**config.mk**
```make
export PLATFORM = sky130hd
export DESIGN_NAME = descriptor_table_lowest_free_flat
export DESIGN_NICKNAME = d
export VERILOG_FILES = /design/src/rtl/dtlf_pkg.sv /design/src/rtl/dtlf_in_if.sv /design/src/rtl/dtlf_out_if.sv /design/src/rtl/descriptor_table_lowest_free.sv /design/src/rtl/dtlf_ctrl.sv /design/src/rtl/dtlf_datapath.sv /design/src/flat_wrapper.sv
export SDC_FILE = /design/constraint.sdc
export NUM_CORES = 1
export LEC_CHECK = 0
export ABC_AREA = 1
export ABC_CLOCK_PERIOD_IN_PS = 5750
export CAP_MARGIN = 10
export CORE_ASPECT_RATIO = 0.5
export CORE_MARGIN = 3
export CORE_UTILIZATION = 40
export DETAILED_ROUTE_END_ITERATION = 10
export DONT_BUFFER_PORTS = 1
export HOLD_SLACK_MARGIN = 0.08
export PLACE_DENSITY = 0.55
export SKIP_CTS_REPAIR_TIMING = 1
export SYNTH_ARGS = -nofsm -noshare
export SYNTH_HDL_FRONTEND = slang
export SYNTH_HIERARCHICAL = 1
export SYNTH_SLANG_ARGS = --single-unit
```
**constraint.sdc**
```tcl
create_clock -name clk -period 5.75 [get_ports clk]
set_input_delay 1.15 -clock clk [delete_from_list [all_inputs] [get_ports clk]]
set_output_delay 1.15 -clock clk [all_outputs]
set_load 0.05 [all_outputs]
```
**src/rtl/dtlf_pkg.sv**
```systemverilog
`timescale 1ns / 1ps
// ----------------------------------------------------------------------------
// dtlf_pkg: shared definitions for the descriptor table
// Field widths, operation and status codes, controller command struct.
// ----------------------------------------------------------------------------
package dtlf_pkg;

  localparam int FUNC_W   = 3;
  localparam int FD_W     = 6;
  localparam int FILE_W   = 16;
  localparam int STATUS_W = 2;

  // Operation codes
  localparam logic [FUNC_W-1:0] FUNC_OPEN  = 3'd0;
  localparam logic [FUNC_W-1:0] FUNC_DUP   = 3'd1;
  localparam logic [FUNC_W-1:0] FUNC_DUP2  = 3'd2;
  localparam logic [FUNC_W-1:0] FUNC_CLOSE = 3'd3;
  localparam logic [FUNC_W-1:0] FUNC_QUERY = 3'd4;

  // Status codes
  localparam logic [STATUS_W-1:0] ST_OK   = 2'd0;
  localparam logic [STATUS_W-1:0] ST_FULL = 2'd1;
  localparam logic [STATUS_W-1:0] ST_BAD  = 2'd2;

  // Controller to datapath commands
  typedef struct packed {
    logic load;    // capture the accepted input word
    logic commit;  // update the table and load the result register
  } dtlf_cmd_t;

endpackage

```
**src/rtl/dtlf_in_if.sv**
```systemverilog
`timescale 1ns / 1ps
// ----------------------------------------------------------------------------
// dtlf_in_if: request channel
// Valid/ready channel carrying one operation word.
// ----------------------------------------------------------------------------
interface dtlf_in_if;
  import dtlf_pkg::*;

  logic              valid;
  logic              ready;
  logic [FUNC_W-1:0] func;
  logic [FD_W-1:0]   fd;
  logic [FD_W-1:0]   target_fd;
  logic [FILE_W-1:0] file_id;

  modport source (output valid, output func, output fd, output target_fd,
                  output file_id, input ready);
  modport sink   (input valid, input func, input fd, input target_fd,
                  input file_id, output ready);
endinterface

```
**src/rtl/dtlf_out_if.sv**
```systemverilog
`timescale 1ns / 1ps
// ----------------------------------------------------------------------------
// dtlf_out_if: response channel
// Valid/ready channel carrying one result word.
// ----------------------------------------------------------------------------
interface dtlf_out_if;
  import dtlf_pkg::*;

  logic                valid;
  logic                ready;
  logic [FD_W-1:0]     result_fd;
  logic [FILE_W-1:0]   result_file;
  logic [STATUS_W-1:0] status;

  modport source (output valid, output result_fd, output result_file,
                  output status, input ready);
  modport sink   (input valid, input result_fd, input result_file,
                  input status, output ready);
endinterface

```
**src/rtl/descriptor_table_lowest_free.sv**
```systemverilog
`timescale 1ns / 1ps
// ----------------------------------------------------------------------------
// descriptor_table_lowest_free: descriptor table with lowest-free allocation
// Open, dup, dup2, close and query on a table of valid bits and file ids.
// ----------------------------------------------------------------------------
// Each request word passes through the states IDLE, READ and EXEC: IDLE
// to accept, READ to read the source entry of the file memory and register
// the first level of the lowest-free search, and EXEC to finish the search,
// write the table and load the result register. A new request is taken in
// the cycle after the result is loaded, so the block takes no new word until
// the last one is through EXEC; the result register holds a finished word
// while the next request is already accepted, and the execute cycle waits
// while that word is still untaken. Every request gives exactly one response
// word. The table starts empty after reset; no clearing pass is needed.
module descriptor_table_lowest_free #(
  parameter int NUM_DESCRIPTORS = 64,
  parameter int FILE_ID_BITS    = 16
) (
  input  logic      clk,
  input  logic      rst,
  dtlf_in_if.sink   req,
  dtlf_out_if.source rsp
);
  import dtlf_pkg::*;

  dtlf_cmd_t cmd;

  // Sequencer
  dtlf_ctrl u_ctrl (
    .clk       (clk),
    .rst       (rst),
    .in_valid  (req.valid),
    .in_ready  (req.ready),
    .out_valid (rsp.valid),
    .out_ready (rsp.ready),
    .cmd       (cmd)
  );

  // Table and result datapath
  dtlf_datapath #(
    .NUM_DESCRIPTORS (NUM_DESCRIPTORS),
    .FILE_ID_BITS    (FILE_ID_BITS)
  ) u_datapath (
    .clk         (clk),
    .rst         (rst),
    .cmd         (cmd),
    .func        (req.func),
    .fd          (req.fd),
    .target_fd   (req.target_fd),
    .file_id     (req.file_id),
    .result_fd   (rsp.result_fd),
    .result_file (rsp.result_file),
    .status      (rsp.status)
  );

`ifndef ASSERT_OFF
  // An accepted word keeps the request side closed while it executes
  a_busy_after_accept: assert property (@(posedge clk) disable iff (rst)
    (req.valid && req.ready) |=> !req.ready)
    else $error("request accepted during execution");

  // A new result appears only after the read and execute cycles
  a_result_latency: assert property (@(posedge clk) disable iff (rst)
    $rose(rsp.valid) |-> ($past(!req.ready, 1) && $past(!req.ready, 2)))
    else $error("result without read and execute cycles");

  // Only defined status codes leave the block
  a_status_code: assert property (@(posedge clk) disable iff (rst)
    rsp.valid |-> (rsp.status == ST_OK || rsp.status == ST_FULL ||
                   rsp.status == ST_BAD))
    else $error("undefined status code");

  // Failed operations return zero payload
  a_fail_zero: assert property (@(posedge clk) disable iff (rst)
    (rsp.valid && rsp.status != ST_OK) |->
      (rsp.result_fd == '0 && rsp.result_file == '0))
    else $error("nonzero payload on failed operation");
`endif

endmodule

```
**src/rtl/dtlf_ctrl.sv**
```systemverilog
`timescale 1ns / 1ps
// ----------------------------------------------------------------------------
// dtlf_ctrl: operation sequencer
// Steps each word through read and execute, and owns the result valid flag.
// ----------------------------------------------------------------------------
module dtlf_ctrl (
  input  logic               clk,
  input  logic               rst,
  input  logic               in_valid,
  output logic               in_ready,
  output logic               out_valid,
  input  logic               out_ready,
  output dtlf_pkg::dtlf_cmd_t cmd
);
  import dtlf_pkg::*;

  typedef enum logic [1:0] {
    S_IDLE,
    S_READ,
    S_EXEC
  } state_t;

  state_t state;
  logic   out_free;

  assign in_ready   = (state == S_IDLE);
  assign out_free   = !out_valid || out_ready;
  assign cmd.load   = in_valid && (state == S_IDLE);
  assign cmd.commit = (state == S_EXEC) && out_free;

  // State and result valid flag
  always_ff @(posedge clk) begin
    if (rst) begin
      state     <= S_IDLE;
      out_valid <= 1'b0;
    end else begin
      unique case (state)
        S_IDLE: begin
          if (out_ready) out_valid <= 1'b0;
          if (in_valid) state <= S_READ;
        end
        S_READ: begin
          if (out_ready) out_valid <= 1'b0;
          state <= S_EXEC;
        end
        S_EXEC: begin
          // hold until the result register can take the new word
          if (out_free) begin
            out_valid <= 1'b1;
            state     <= S_IDLE;
          end
        end
        default: begin
          state <= S_IDLE;
        end
      endcase
    end
  end

endmodule

```
**src/rtl/dtlf_datapath.sv**
```systemverilog
`timescale 1ns / 1ps
// ----------------------------------------------------------------------------
// dtlf_datapath: descriptor table storage and operation logic
// Valid bits, file memory, two-level lowest-free search, result register.
// ----------------------------------------------------------------------------
module dtlf_datapath #(
  parameter int NUM_DESCRIPTORS = 64,
  parameter int FILE_ID_BITS    = 16
) (
  input  logic                            clk,
  input  logic                            rst,
  input  dtlf_pkg::dtlf_cmd_t             cmd,
  input  logic [dtlf_pkg::FUNC_W-1:0]     func,
  input  logic [dtlf_pkg::FD_W-1:0]       fd,
  input  logic [dtlf_pkg::FD_W-1:0]       target_fd,
  input  logic [dtlf_pkg::FILE_W-1:0]     file_id,
  output logic [dtlf_pkg::FD_W-1:0]       result_fd,
  output logic [dtlf_pkg::FILE_W-1:0]     result_file,
  output logic [dtlf_pkg::STATUS_W-1:0]   status
);
  import dtlf_pkg::*;

  localparam int IDX_W      = $clog2(NUM_DESCRIPTORS);
  localparam int WIDE_W     = (IDX_W >= FD_W) ? IDX_W + 1 : FD_W + 1;
  localparam int NUM_GROUPS = (NUM_DESCRIPTORS + 7) / 8;
  localparam int GRP_W      = (NUM_GROUPS > 1) ? $clog2(NUM_GROUPS) : 1;
  localparam int SLOT_W     = GRP_W + 3;
  localparam int FW_WIDE    = (FILE_ID_BITS > FILE_W) ? FILE_ID_BITS : FILE_W;

  // Latched input word
  logic [FUNC_W-1:0] func_q;
  logic [FD_W-1:0]   fd_q;
  logic [FD_W-1:0]   tfd_q;
  logic [FILE_W-1:0] fid_q;

  always_ff @(posedge clk) begin
    if (cmd.load) begin
      func_q <= func;
      fd_q   <= fd;
      tfd_q  <= target_fd;
      fid_q  <= file_id;
    end
  end

  // Descriptor range checks and table indexes
  logic [WIDE_W-1:0] fd_wide;
  logic [WIDE_W-1:0] tfd_wide;
  logic [IDX_W-1:0]  fd_idx;
  logic [IDX_W-1:0]  tfd_idx;
  logic              fd_in;
  logic              tfd_in;

  assign fd_wide  = WIDE_W'(fd_q);
  assign tfd_wide = WIDE_W'(tfd_q);
  assign fd_idx   = fd_wide[IDX_W-1:0];
  assign tfd_idx  = tfd_wide[IDX_W-1:0];
  assign fd_in    = fd_wide < WIDE_W'(NUM_DESCRIPTORS);
  assign tfd_in   = tfd_wide < WIDE_W'(NUM_DESCRIPTORS);

  // File identifier memory, registered read at the source descriptor
  logic [FILE_ID_BITS-1:0] mem [NUM_DESCRIPTORS];
  logic [FILE_ID_BITS-1:0] rdata;
  logic                    mem_we;
  logic [IDX_W-1:0]        mem_waddr;
  logic [FILE_ID_BITS-1:0] mem_wdata;

  always_ff @(posedge clk) begin
    rdata <= mem[fd_idx];
    if (cmd.commit && mem_we) mem[mem_waddr] <= mem_wdata;
  end

  // Valid bits
  logic [NUM_DESCRIPTORS-1:0] valid;
  logic                       vwr_en;
  logic [IDX_W-1:0]           vwr_idx;
  logic                       vwr_val;

  always_ff @(posedge clk) begin
    if (rst) begin
      valid <= '0;
    end else if (cmd.commit && vwr_en) begin
      valid[vwr_idx] <= vwr_val;
    end
  end

  // Search stage one: lowest free entry in each group of eight, registered
  logic [NUM_GROUPS*8-1:0] pad;
  logic [NUM_GROUPS-1:0]   grp_free_c;
  logic [2:0]              grp_low_c [NUM_GROUPS];
  logic [NUM_GROUPS-1:0]   grp_free;
  logic [2:0]              grp_low [NUM_GROUPS];

  always_comb begin
    pad = '1;
    pad[NUM_DESCRIPTORS-1:0] = valid;
    for (int g = 0; g < NUM_GROUPS; g++) begin
      grp_free_c[g] = 1'b0;
      grp_low_c[g]  = 3'd0;
      for (int b = 7; b >= 0; b--) begin
        if (!pad[g*8+b]) begin
          grp_free_c[g] = 1'b1;
          grp_low_c[g]  = 3'(b);
        end
      end
    end
  end

  always_ff @(posedge clk) begin
    grp_free <= grp_free_c;
    grp_low  <= grp_low_c;
  end

  // Search stage two: lowest group with a free entry
  logic             any_free;
  logic [GRP_W-1:0] sel_grp;
  logic [SLOT_W-1:0] slot_wide;
  logic [IDX_W-1:0] slot;

  always_comb begin
    any_free = 1'b0;
    sel_grp  = '0;
    for (int g = NUM_GROUPS - 1; g >= 0; g--) begin
      if (grp_free[g]) begin
        any_free = 1'b1;
        sel_grp  = GRP_W'(g);
      end
    end
  end

  assign slot_wide = {sel_grp, grp_low[sel_grp]};
  assign slot      = slot_wide[IDX_W-1:0];

  // Width conversions for file identifiers and the allocated slot
  logic [FW_WIDE-1:0]      fid_wide;
  logic [FILE_ID_BITS-1:0] fid_store;
  logic [FW_WIDE-1:0]      rdata_wide;
  logic [WIDE_W-1:0]       slot_out;
  logic                    live;

  assign fid_wide   = FW_WIDE'(fid_q);
  assign fid_store  = fid_wide[FILE_ID_BITS-1:0];
  assign rdata_wide = FW_WIDE'(rdata);
  assign slot_out   = WIDE_W'(slot);
  assign live       = fd_in && valid[fd_idx];

  // Operation decode
  logic [FD_W-1:0]     rfd_next;
  logic [FILE_W-1:0]   rfile_next;
  logic [STATUS_W-1:0] status_next;

  always_comb begin
    mem_we      = 1'b0;
    mem_waddr   = slot;
    mem_wdata   = rdata;
    vwr_en      = 1'b0;
    vwr_idx     = slot;
    vwr_val     = 1'b1;
    rfd_next    = '0;
    rfile_next  = '0;
    status_next = ST_OK;
    unique case (func_q)
      FUNC_OPEN: begin
        if (any_free) begin
          mem_we    = 1'b1;
          mem_wdata = fid_store;
          vwr_en    = 1'b1;
          rfd_next  = slot_out[FD_W-1:0];
        end else begin
          status_next = ST_FULL;
        end
      end
      FUNC_DUP: begin
        if (!live) begin
          status_next = ST_BAD;
        end else if (any_free) begin
          mem_we   = 1'b1;
          vwr_en   = 1'b1;
          rfd_next = slot_out[FD_W-1:0];
        end else begin
          status_next = ST_FULL;
        end
      end
      FUNC_DUP2: begin
        if (!live || !tfd_in) begin
          status_next = ST_BAD;
        end else if (tfd_q != fd_q) begin
          mem_we    = 1'b1;
          mem_waddr = tfd_idx;
          vwr_en    = 1'b1;
          vwr_idx   = tfd_idx;
        end
      end
      FUNC_CLOSE: begin
        if (!fd_in) begin
          status_next = ST_BAD;
        end else begin
          vwr_en  = 1'b1;
          vwr_idx = fd_idx;
          vwr_val = 1'b0;
        end
      end
      FUNC_QUERY: begin
        if (!live) status_next = ST_BAD;
        else       rfile_next  = rdata_wide[FILE_W-1:0];
      end
      default: begin
        // unused codes leave the table alone and return zeros
      end
    endcase
  end

  // Result register
  always_ff @(posedge clk) begin
    if (cmd.commit) begin
      result_fd   <= rfd_next;
      result_file <= rfile_next;
      status      <= status_next;
    end
  end

endmodule

```
**src/flat_wrapper.sv**
```systemverilog
// flat-port wrapper written by rule: the top's interface ports become plain ports
module descriptor_table_lowest_free_flat import dtlf_pkg::*;
#(
  parameter int NUM_DESCRIPTORS = 64,
  parameter int FILE_ID_BITS    = 16
)
  (clk, rst, req_valid, req_func, req_fd, req_target_fd, req_file_id, req_ready, rsp_valid, rsp_result_fd, rsp_result_file, rsp_status, rsp_ready);
  dtlf_in_if req_i ();
  dtlf_out_if rsp_i ();
  input  logic clk;
  input  logic rst;
  input wire logic [$bits(req_i.valid)-1:0] req_valid;
  input wire logic [$bits(req_i.func)-1:0] req_func;
  input wire logic [$bits(req_i.fd)-1:0] req_fd;
  input wire logic [$bits(req_i.target_fd)-1:0] req_target_fd;
  input wire logic [$bits(req_i.file_id)-1:0] req_file_id;
  output wire logic [$bits(req_i.ready)-1:0] req_ready;
  output wire logic [$bits(rsp_i.valid)-1:0] rsp_valid;
  output wire logic [$bits(rsp_i.result_fd)-1:0] rsp_result_fd;
  output wire logic [$bits(rsp_i.result_file)-1:0] rsp_result_file;
  output wire logic [$bits(rsp_i.status)-1:0] rsp_status;
  input wire logic [$bits(rsp_i.ready)-1:0] rsp_ready;
  assign req_i.valid = req_valid;
  assign req_i.func = req_func;
  assign req_i.fd = req_fd;
  assign req_i.target_fd = req_target_fd;
  assign req_i.file_id = req_file_id;
  assign req_ready = req_i.ready;
  assign rsp_valid = rsp_i.valid;
  assign rsp_result_fd = rsp_i.result_fd;
  assign rsp_result_file = rsp_i.result_file;
  assign rsp_status = rsp_i.status;
  assign rsp_i.ready = rsp_ready;
  descriptor_table_lowest_free #(.NUM_DESCRIPTORS(NUM_DESCRIPTORS), .FILE_ID_BITS(FILE_ID_BITS)) u_core (.clk(clk), .rst(rst), .req(req_i), .rsp(rsp_i));
endmodule
```
==> results.ini, run 1 <==
[yosys]
netlist_top_cells_area = edfxtp_1 67%, o21ai_0 6.8%, nor2_1 6.7%
synth_edf_count = 1079
synthesis.nets = 4084
syn_inst = 4049
yosysUniqueCellTypes = 42
synth_top_area_share_pct = 67.2
synth_warnings = 6
yosysTopAreaCell = edfxtp_1
ys_seq_elements = 1194
synth_ff_type = edfxtp_1
synth_seq_area_share_pct = 72.0
async_flop_share_pct = 0
syn_avg_cell_area_um2 = 11.9
netlist_area_um2 = 48200

[worst_setup_path]
crit_fanout = 138
endpoint_kind = flop
critical_path.max_stage_delay_ns = 0.62
crit_required_ns = 6.18
crit_arrival_ns = 4.94
start_kind = flop
slowest_stage = nor2_1
critPathKind = flop to flop
cp_cell_sequence = buf_12, nand2_1, nand3_1, nand3_1, nand3_1, nand3_2, nand3_4, nand2_4, nor2_4, nand2_1, nand2_2, nor2_4, a21oi_2, inv_2, nor2_4, nand3_2, nor2_1, buf_4

[detailed_routing]
vias = 33000
viasPerCell = 5.79
drcViolationCount = 0
drtIter0Drc = 4716
drt-pass1-iter-count = 6
routed_wl_um = 146000
wl_per_cell_um = 25.5
ant_nets = 0

[die]
die-height_um = 252
row_count = 89
ios = 61
core_area_um2 = 119000
fp.dieW_um = 497
dieArea_um2 = 125000
start_util_pct = 40.6

[grt]
antenna_found_initial = 2
grt_usage_pct = 22.7
first_global_vias = 30800
grt.overflow.total = 0
grt_pass1_wl_um = 212000
grt_max_degree = 180

[clock_network]
cts_tree = built
ctsLongestPathBuffers = 3
cts.clk_slew.worst_paths_ns = 0.06
clk_latency_ns = 0.74
cts_buffers = 107
root_buffer = clkbuf_16
cts.sinks = 1194
cts_max_level = 3

[timing]
maxClockFrequency_ghz = 0.222
fin_crit_sh_pct = 78.4
tightestPinTransition_ns = 1.23
maxSlewHeadroom_pct = 17.9
finClkSkew_ns = 0.0431
rsz0062_at_grt = no
finalSetupViolations = 0
final_max_slew_viol_count = 0
post-route-min-period_ns = 4.51
fin_tns_setup_ns = 0
finalHoldViolations = 0

[place]
hpwl_um = 87100
gp_congestion = 0.938
io_buffers = 0

[pwr]
vdd_drop_max_v = 0.000206
p_leak_nw = 17.2
power.density_nw_per_um2 = 348
power_mw = 18.7

[cells_and_area]
drive_above_1_share_pct = 8.89
num-fill-cells = 10800
syn_to_final_growth_pct = 11.6
nets = 4047

[run]
max-cap-violations = 0

[outcome]
status = finished clean

[worst_hold_path]
hp-class = flop to flop

routing by layer:
layer | wire (um) | vias up | track usage [%]
met2 | 64600 | 1517 | 34.5
met5 | 0 | - | 0
li1 | - | 14700 | -
met1 | 63400 | 16600 | 33.4
met4 | 3070 | 0 | 5.17
met3 | 14400 | 190 | 4.99
synth_stat cells, drive strengths merged (13+ instances only):
| cell type | instances |
|---|---|
| nand2 | 268 |
| o32ai | 13 |
| nand3 | 193 |
| o211ai | 14 |
| o22ai | 277 |
| nand4 | 13 |
| dfxtp | 115 |
| o21ai | 658 |
| clkbuf | 207 |
| buf | 66 |
| a21oi | 94 |
| o221ai | 31 |
| edfxtp | 1079 |
| inv | 91 |
| nor2 | 891 |
power by group:
| group | switching [mW] | internal (mW) |
|---|---|---|
| logic | 1.36 | 0.316 |
| registers | 0.0445 | 9.76 |
| clock network | 3.23 | 4.03 |
| total | 4.64 | 14.1 |
final cells by class:
class	instances	area, um2	share of cell area [%]
inverters	92	372	0.691
clock inverters	55	543	1.01
repair buffers	127	1050	1.96
clock buffers	147	2940	5.47
multi-input cells	2490	12200	22.6
diodes	3	7.51	0.0140
well taps	1592	1990	3.70
flip-flops and latches	1194	34700	64.5
critical path: cells and delay by family (launching register included):
family          cells  cell delay [ns]
flops               1             0.59
simple gates       14             2.56
buf+inv             3             0.83
compound gates      1             0.16
cell families (layout without fill, tap and decap cells):
family          Yosys count  after routing  synth area share (%)
compound gates         1116           1116                  13.0
flops                  1194           1194                  72.0
xor+xnor                  1              1                0.0182
other cells               0              3                     0
simple gates           1373           1373                  11.8
buf+inv                 365            421                  3.20
stage by stage:
step / setup slack [ns] / util, % / cell area [um2] / cells / hold slack [ns]
after floorplan: 0.813 / - / 48200 / 4049 / 0.446
after global routing: 0.996 / 45.3 / 53800 / 5698 / 0.457
after global placement: 1.36 / 42.4 / 50300 / 5495 / 0.476
final: 1.24 / 45.3 / 53800 / 5700 / 0.483
after CTS: 1.24 / 45.3 / 53800 / 5697 / 0.447
after detailed placement: 1.23 / 42.4 / 50300 / 5495 / 0.475
sequential cells by signal (all words and copies together), names as in the netlist:
signal                         count
u_core/u_ctrl/state                2
u_core/u_datapath/grp_low         24
u_core/u_ctrl/out_valid            1
u_core/u_datapath/tfd_idx          6
u_core/u_datapath/mem           1024
u_core/u_datapath/fd_idx           6
u_core/u_datapath/status           2
u_core/u_datapath/rdata           16
u_core/u_datapath/func_q           3
u_core/u_datapath/fid_q           16
u_core/u_datapath/result_file     16
u_core/u_datapath/grp_free         8
u_core/u_datapath/result_fd        6
u_core/u_datapath/pad             64
placed cells by master, fill, tap and decap left out, drive strengths merged, types with 14 or more instances in the layout:
cell,count
nor2,891
buf,127
inv,93
clkinv,44
o211ai,14
dfxtp,115
edfxtp,1079
nand3,193
nand2,268
o22ai,277
a21oi,94
o221ai,31
o21ai,658
clkbuf,147
worst paths after layout:
kind | slack (ns) | start | cells past startpoint | end
setup / recovery | 1.24 | u_core/u_datapath/fd_idx[0]$_DFFE_PP_ | 18 | u_core/u_datapath/mem[50][6]$_DFFE_PP_
hold / removal | 0.48 | u_core/u_datapath/pad[1]$_SDFFE_PP0P_ | 2 | u_core/u_datapath/grp_low[22]$_SDFF_PN0_
setup reg to reg | 1.24 | u_core/u_datapath/fd_idx[0]$_DFFE_PP_ | 18 | u_core/u_datapath/mem[50][6]$_DFFE_PP_
hold reg to reg | 0.48 | u_core/u_datapath/pad[1]$_SDFFE_PP0P_ | 2 | u_core/u_datapath/grp_low[22]$_SDFF_PN0_
Power figures use the tool's default switching activity.
==> inputs of run 2 (changes only) <==
- ABC_AREA: 1 -> 0
- ABC_CLOCK_PERIOD_IN_PS: 5750 -> 3600
- PLACE_DENSITY: 0.55 -> 0.57
- clock period: 5.75 -> 3.6 ns (I/O delays scaled with it)
==> results.ini, run 2 <==
[grt]
grt.overflow.total = 0  ; unchanged
antenna_found_initial = 3  ; +1
grt_pass1_wl_um = 170000  ; -20%
grt_usage_pct = 19.0  ; -3.7 points
grt_max_degree = 92  ; -49%
first_global_vias = 23200  ; -25%

[detailed_routing]
viasPerCell = 5.62  ; -3.0%
ant_nets = 0  ; unchanged
routed_wl_um = 117000  ; -19%
drt-pass1-iter-count = 5  ; -1
drtIter0Drc = 2634  ; -44%
vias = 23900  ; -28%
drcViolationCount = 0  ; unchanged
wl_per_cell_um = 27.6  ; +8.0%

[timing]
hold_ws_ns = 0.139  ; -0.344 ns
rsz0062_at_grt = yes
finalHoldViolations = 0  ; unchanged
maxSlewHeadroom_pct = 33.3  ; +15 points
tightestPinTransition_ns = 1.00  ; -0.228 ns
finClkSkew_ns = 0.0326  ; -0.0105 ns
fin_crit_sh_pct = 99.4  ; +21 points
post-route-min-period_ns = 3.58  ; -0.927 ns
final_max_slew_viol_count = 0  ; unchanged
maxClockFrequency_ghz = 0.279  ; +26%
finalSetupViolations = 0  ; unchanged

[place]
io_buffers = 0  ; unchanged
hpwl_um = 72900  ; -16%
gp_congestion = 0.857  ; -8.6%
placed_area_um2 = 51300  ; +2.0%

[run]
max-cap-violations = 0  ; unchanged

[pwr]
p_leak_nw = 17.7  ; +2.9%
power.density_nw_per_um2 = 537  ; +54%
power.internal_mw = 23.4  ; +66%
vdd_drop_max_v = 0.000376  ; +83%
clkPwrFrac_pct = 39.8  ; +1.1 points
power.share.switching_pct = 22.1  ; -2.6 points
power_frac_comb_pct = 7.6  ; -1.4 points
seq_power_share_pct = 52.6  ; +0.3 points
p_sw_mw = 6.63  ; +43%

[worst_setup_path]
crit_fanout = 8  ; -94%
crit_required_ns = 4.01  ; -2.17 ns
cp_num_buf_inv = 5  ; +2
crit_family = simple AND/OR/NAND/NOR gates
critPathKind = flop to flop
slowest_stage = mux4_2
start_kind = flop
crit_arrival_ns = 3.99  ; -0.95 ns
cp_cell_sequence = buf_6, mux4_2, mux2i_1, o22ai_2, or3_4, nand4_4, mux2i_1, buf_4, buf_6, or3_4, buf_12, nor2_4, clkbuf_16
endpoint_kind = flop
critical_path.max_stage_delay_ns = 0.51  ; -0.11 ns

[yosys]
synth_top_area_share_pct = 68.9  ; +1.7 points
netlist_top_cells_area = edfxtp_1 69%, mux4_2 16%, dfxtp_1 4.9%
synth_seq_area_share_pct = 73.8  ; +1.8 points
synth_edf_count = 1079  ; unchanged
netlist_area_um2 = 47000  ; -2.5%
syn_avg_cell_area_um2 = 20.3  ; +70%
async_flop_share_pct = 0  ; unchanged
synth_commonest_cells = 1,079 x edfxtp_1, 340 x mux4_2, 115 x dfxtp_1
syn_inst = 2318  ; -43%
synth_warnings = 6  ; unchanged
yosysMostFrequentCell = edfxtp_1
synth_ff_type = edfxtp_1
ys_seq_elements = 1194  ; unchanged
yosysTopAreaCell = edfxtp_1
synthesis.nets = 2353  ; -42%
yosysUniqueCellTypes = 60  ; +43%

[clock_network]
cts_buffers = 109  ; +1.9%
cts.clk_slew.worst_paths_ns = 0.06  ; about the same
cts_max_level = 3  ; unchanged
root_buffer = clkbuf_16
ctsLongestPathBuffers = 3  ; unchanged
cts.sinks = 1194  ; unchanged
cts_tree = built
clk_latency_ns = 0.70  ; -0.04 ns

[die]
row_count = 88  ; -1.1%
start_util_pct = 40.5  ; -0.072 points
ios = 61  ; unchanged
fp.dieW_um = 491  ; -1.2%
die-height_um = 248  ; -1.2%
core_area_um2 = 116000  ; -2.3%
dieArea_um2 = 122000  ; -2.5%

[outcome]
status = finished clean

[cells_and_area]
layout_common_cells = 1,079 x edfxtp_1, 340 x mux4_2, 161 x buf_4
fin_util_pct = 48.1  ; +2.8 points
nets = 2619  ; -35%
stdcell_area_um2 = 55800  ; +3.8%
layout_commonest_cell = edfxtp_1
drive_above_1_share_pct = 32.9  ; +24 points
syn_to_final_growth_pct = 18.7
regMostFlops = u_core/u_datapath/mem
largest_reg_flops = 1024  ; unchanged

[worst_hold_path]
hp-class = primary input to flop

-- run 2: cell count changes after synthesis, sizes merged, moves of 70 or more --
cell,change
o21ai,-638
nand2,-182
nand2b,+70
inv,-75
mux2i,+104
o22ai,-275
nand3,-149
a21oi,-82
mux4,+340
nor2,-781
clkbuf,-121
-- run 2: power groups by stage --
stage / Clock [mW] / Combinational, mW / Sequential, mW
floorplan: 0 / 1.21 / 16.0
global placement: 0 / 2.19 / 16.1
detailed placement: 0 / 2.24 / 16.1
CTS: 12.2 / 2.24 / 15.8
global route: 12.8 / 2.42 / 15.8
finish: 11.9 / 2.28 / 15.8
-- run 2: worst register-to-register path, delay by kind of cell (launching register included) --
family / cells / cell delay [ns]
AND/OR/NAND/NOR: 4 / 1.16
multiplexers: 3 / 0.84
AO/OA/AOI/OAI: 1 / 0.10
buffers and inverters: 5 / 0.84
flip-flops: 1 / 0.36
-- run 2: logic make-up after synthesis --
group           Yosys count  synth area share [%]
compound gates           90                  1.36
flops                  1194                  73.8
xor+xnor                  7                 0.130
simple gates            421                  4.49
buf+inv                 143                  1.24
mux                     463                  19.0
-- run 2: worst paths after layout --
| path | from | to | slack [ns] | cells past startpoint |
|---|---|---|---|---|
| setup / recovery | u_core/u_datapath/fd_idx[0]$_DFFE_PP_ | u_core/u_datapath/mem[57][7]$_DFFE_PP_ | 0.02 | 13 |
| hold / removal | req_fd[5] | u_core/u_datapath/fd_idx[5]$_DFFE_PP_ | 0.14 | 0 |
| setup reg to reg | u_core/u_datapath/fd_idx[0]$_DFFE_PP_ | u_core/u_datapath/mem[57][7]$_DFFE_PP_ | 0.02 | 13 |
| hold reg to reg | u_core/u_datapath/pad[47]$_SDFFE_PP0P_ | u_core/u_datapath/pad[47]$_SDFFE_PP0P_ | 0.51 | 2 |
-- run 2: layout make-up --
class	count	area (um2)
inverter	16	60.1
timing repair buffer	282	3280
antenna	1	2.50
multi-input combinational	981	12100
clock buffer	151	3060
sequential	1194	34700
clock inverter	50	626
tap	1575	1970
fill	9461	60100
-- run 2: stage by stage --
step | power [mW] | setup TNS, ns | std cells | setup WS [ns]
after detailed placement | 18.3 | -71.57 | 4007 | -0.409
after floorplan | 17.2 | -148.45 | 2318 | -0.200
after global routing | 31.0 | -11.39 | 4249 | -0.0711
after global placement | 18.3 | -49.12 | 4007 | -0.367
final | 30.0 | 0 | 4250 | 0.0221
after CTS | 30.2 | -89.70 | 4208 | -0.437
-- run 2: layer usage --
metal	routed length [um]	track usage (%)	vias to the layer above
met5	0	0	-
met4	2190	3.89	0
met3	8090	3.46	119
met2	51200	26.7	802
met1	55700	30.8	12900
li1	-	-	10000
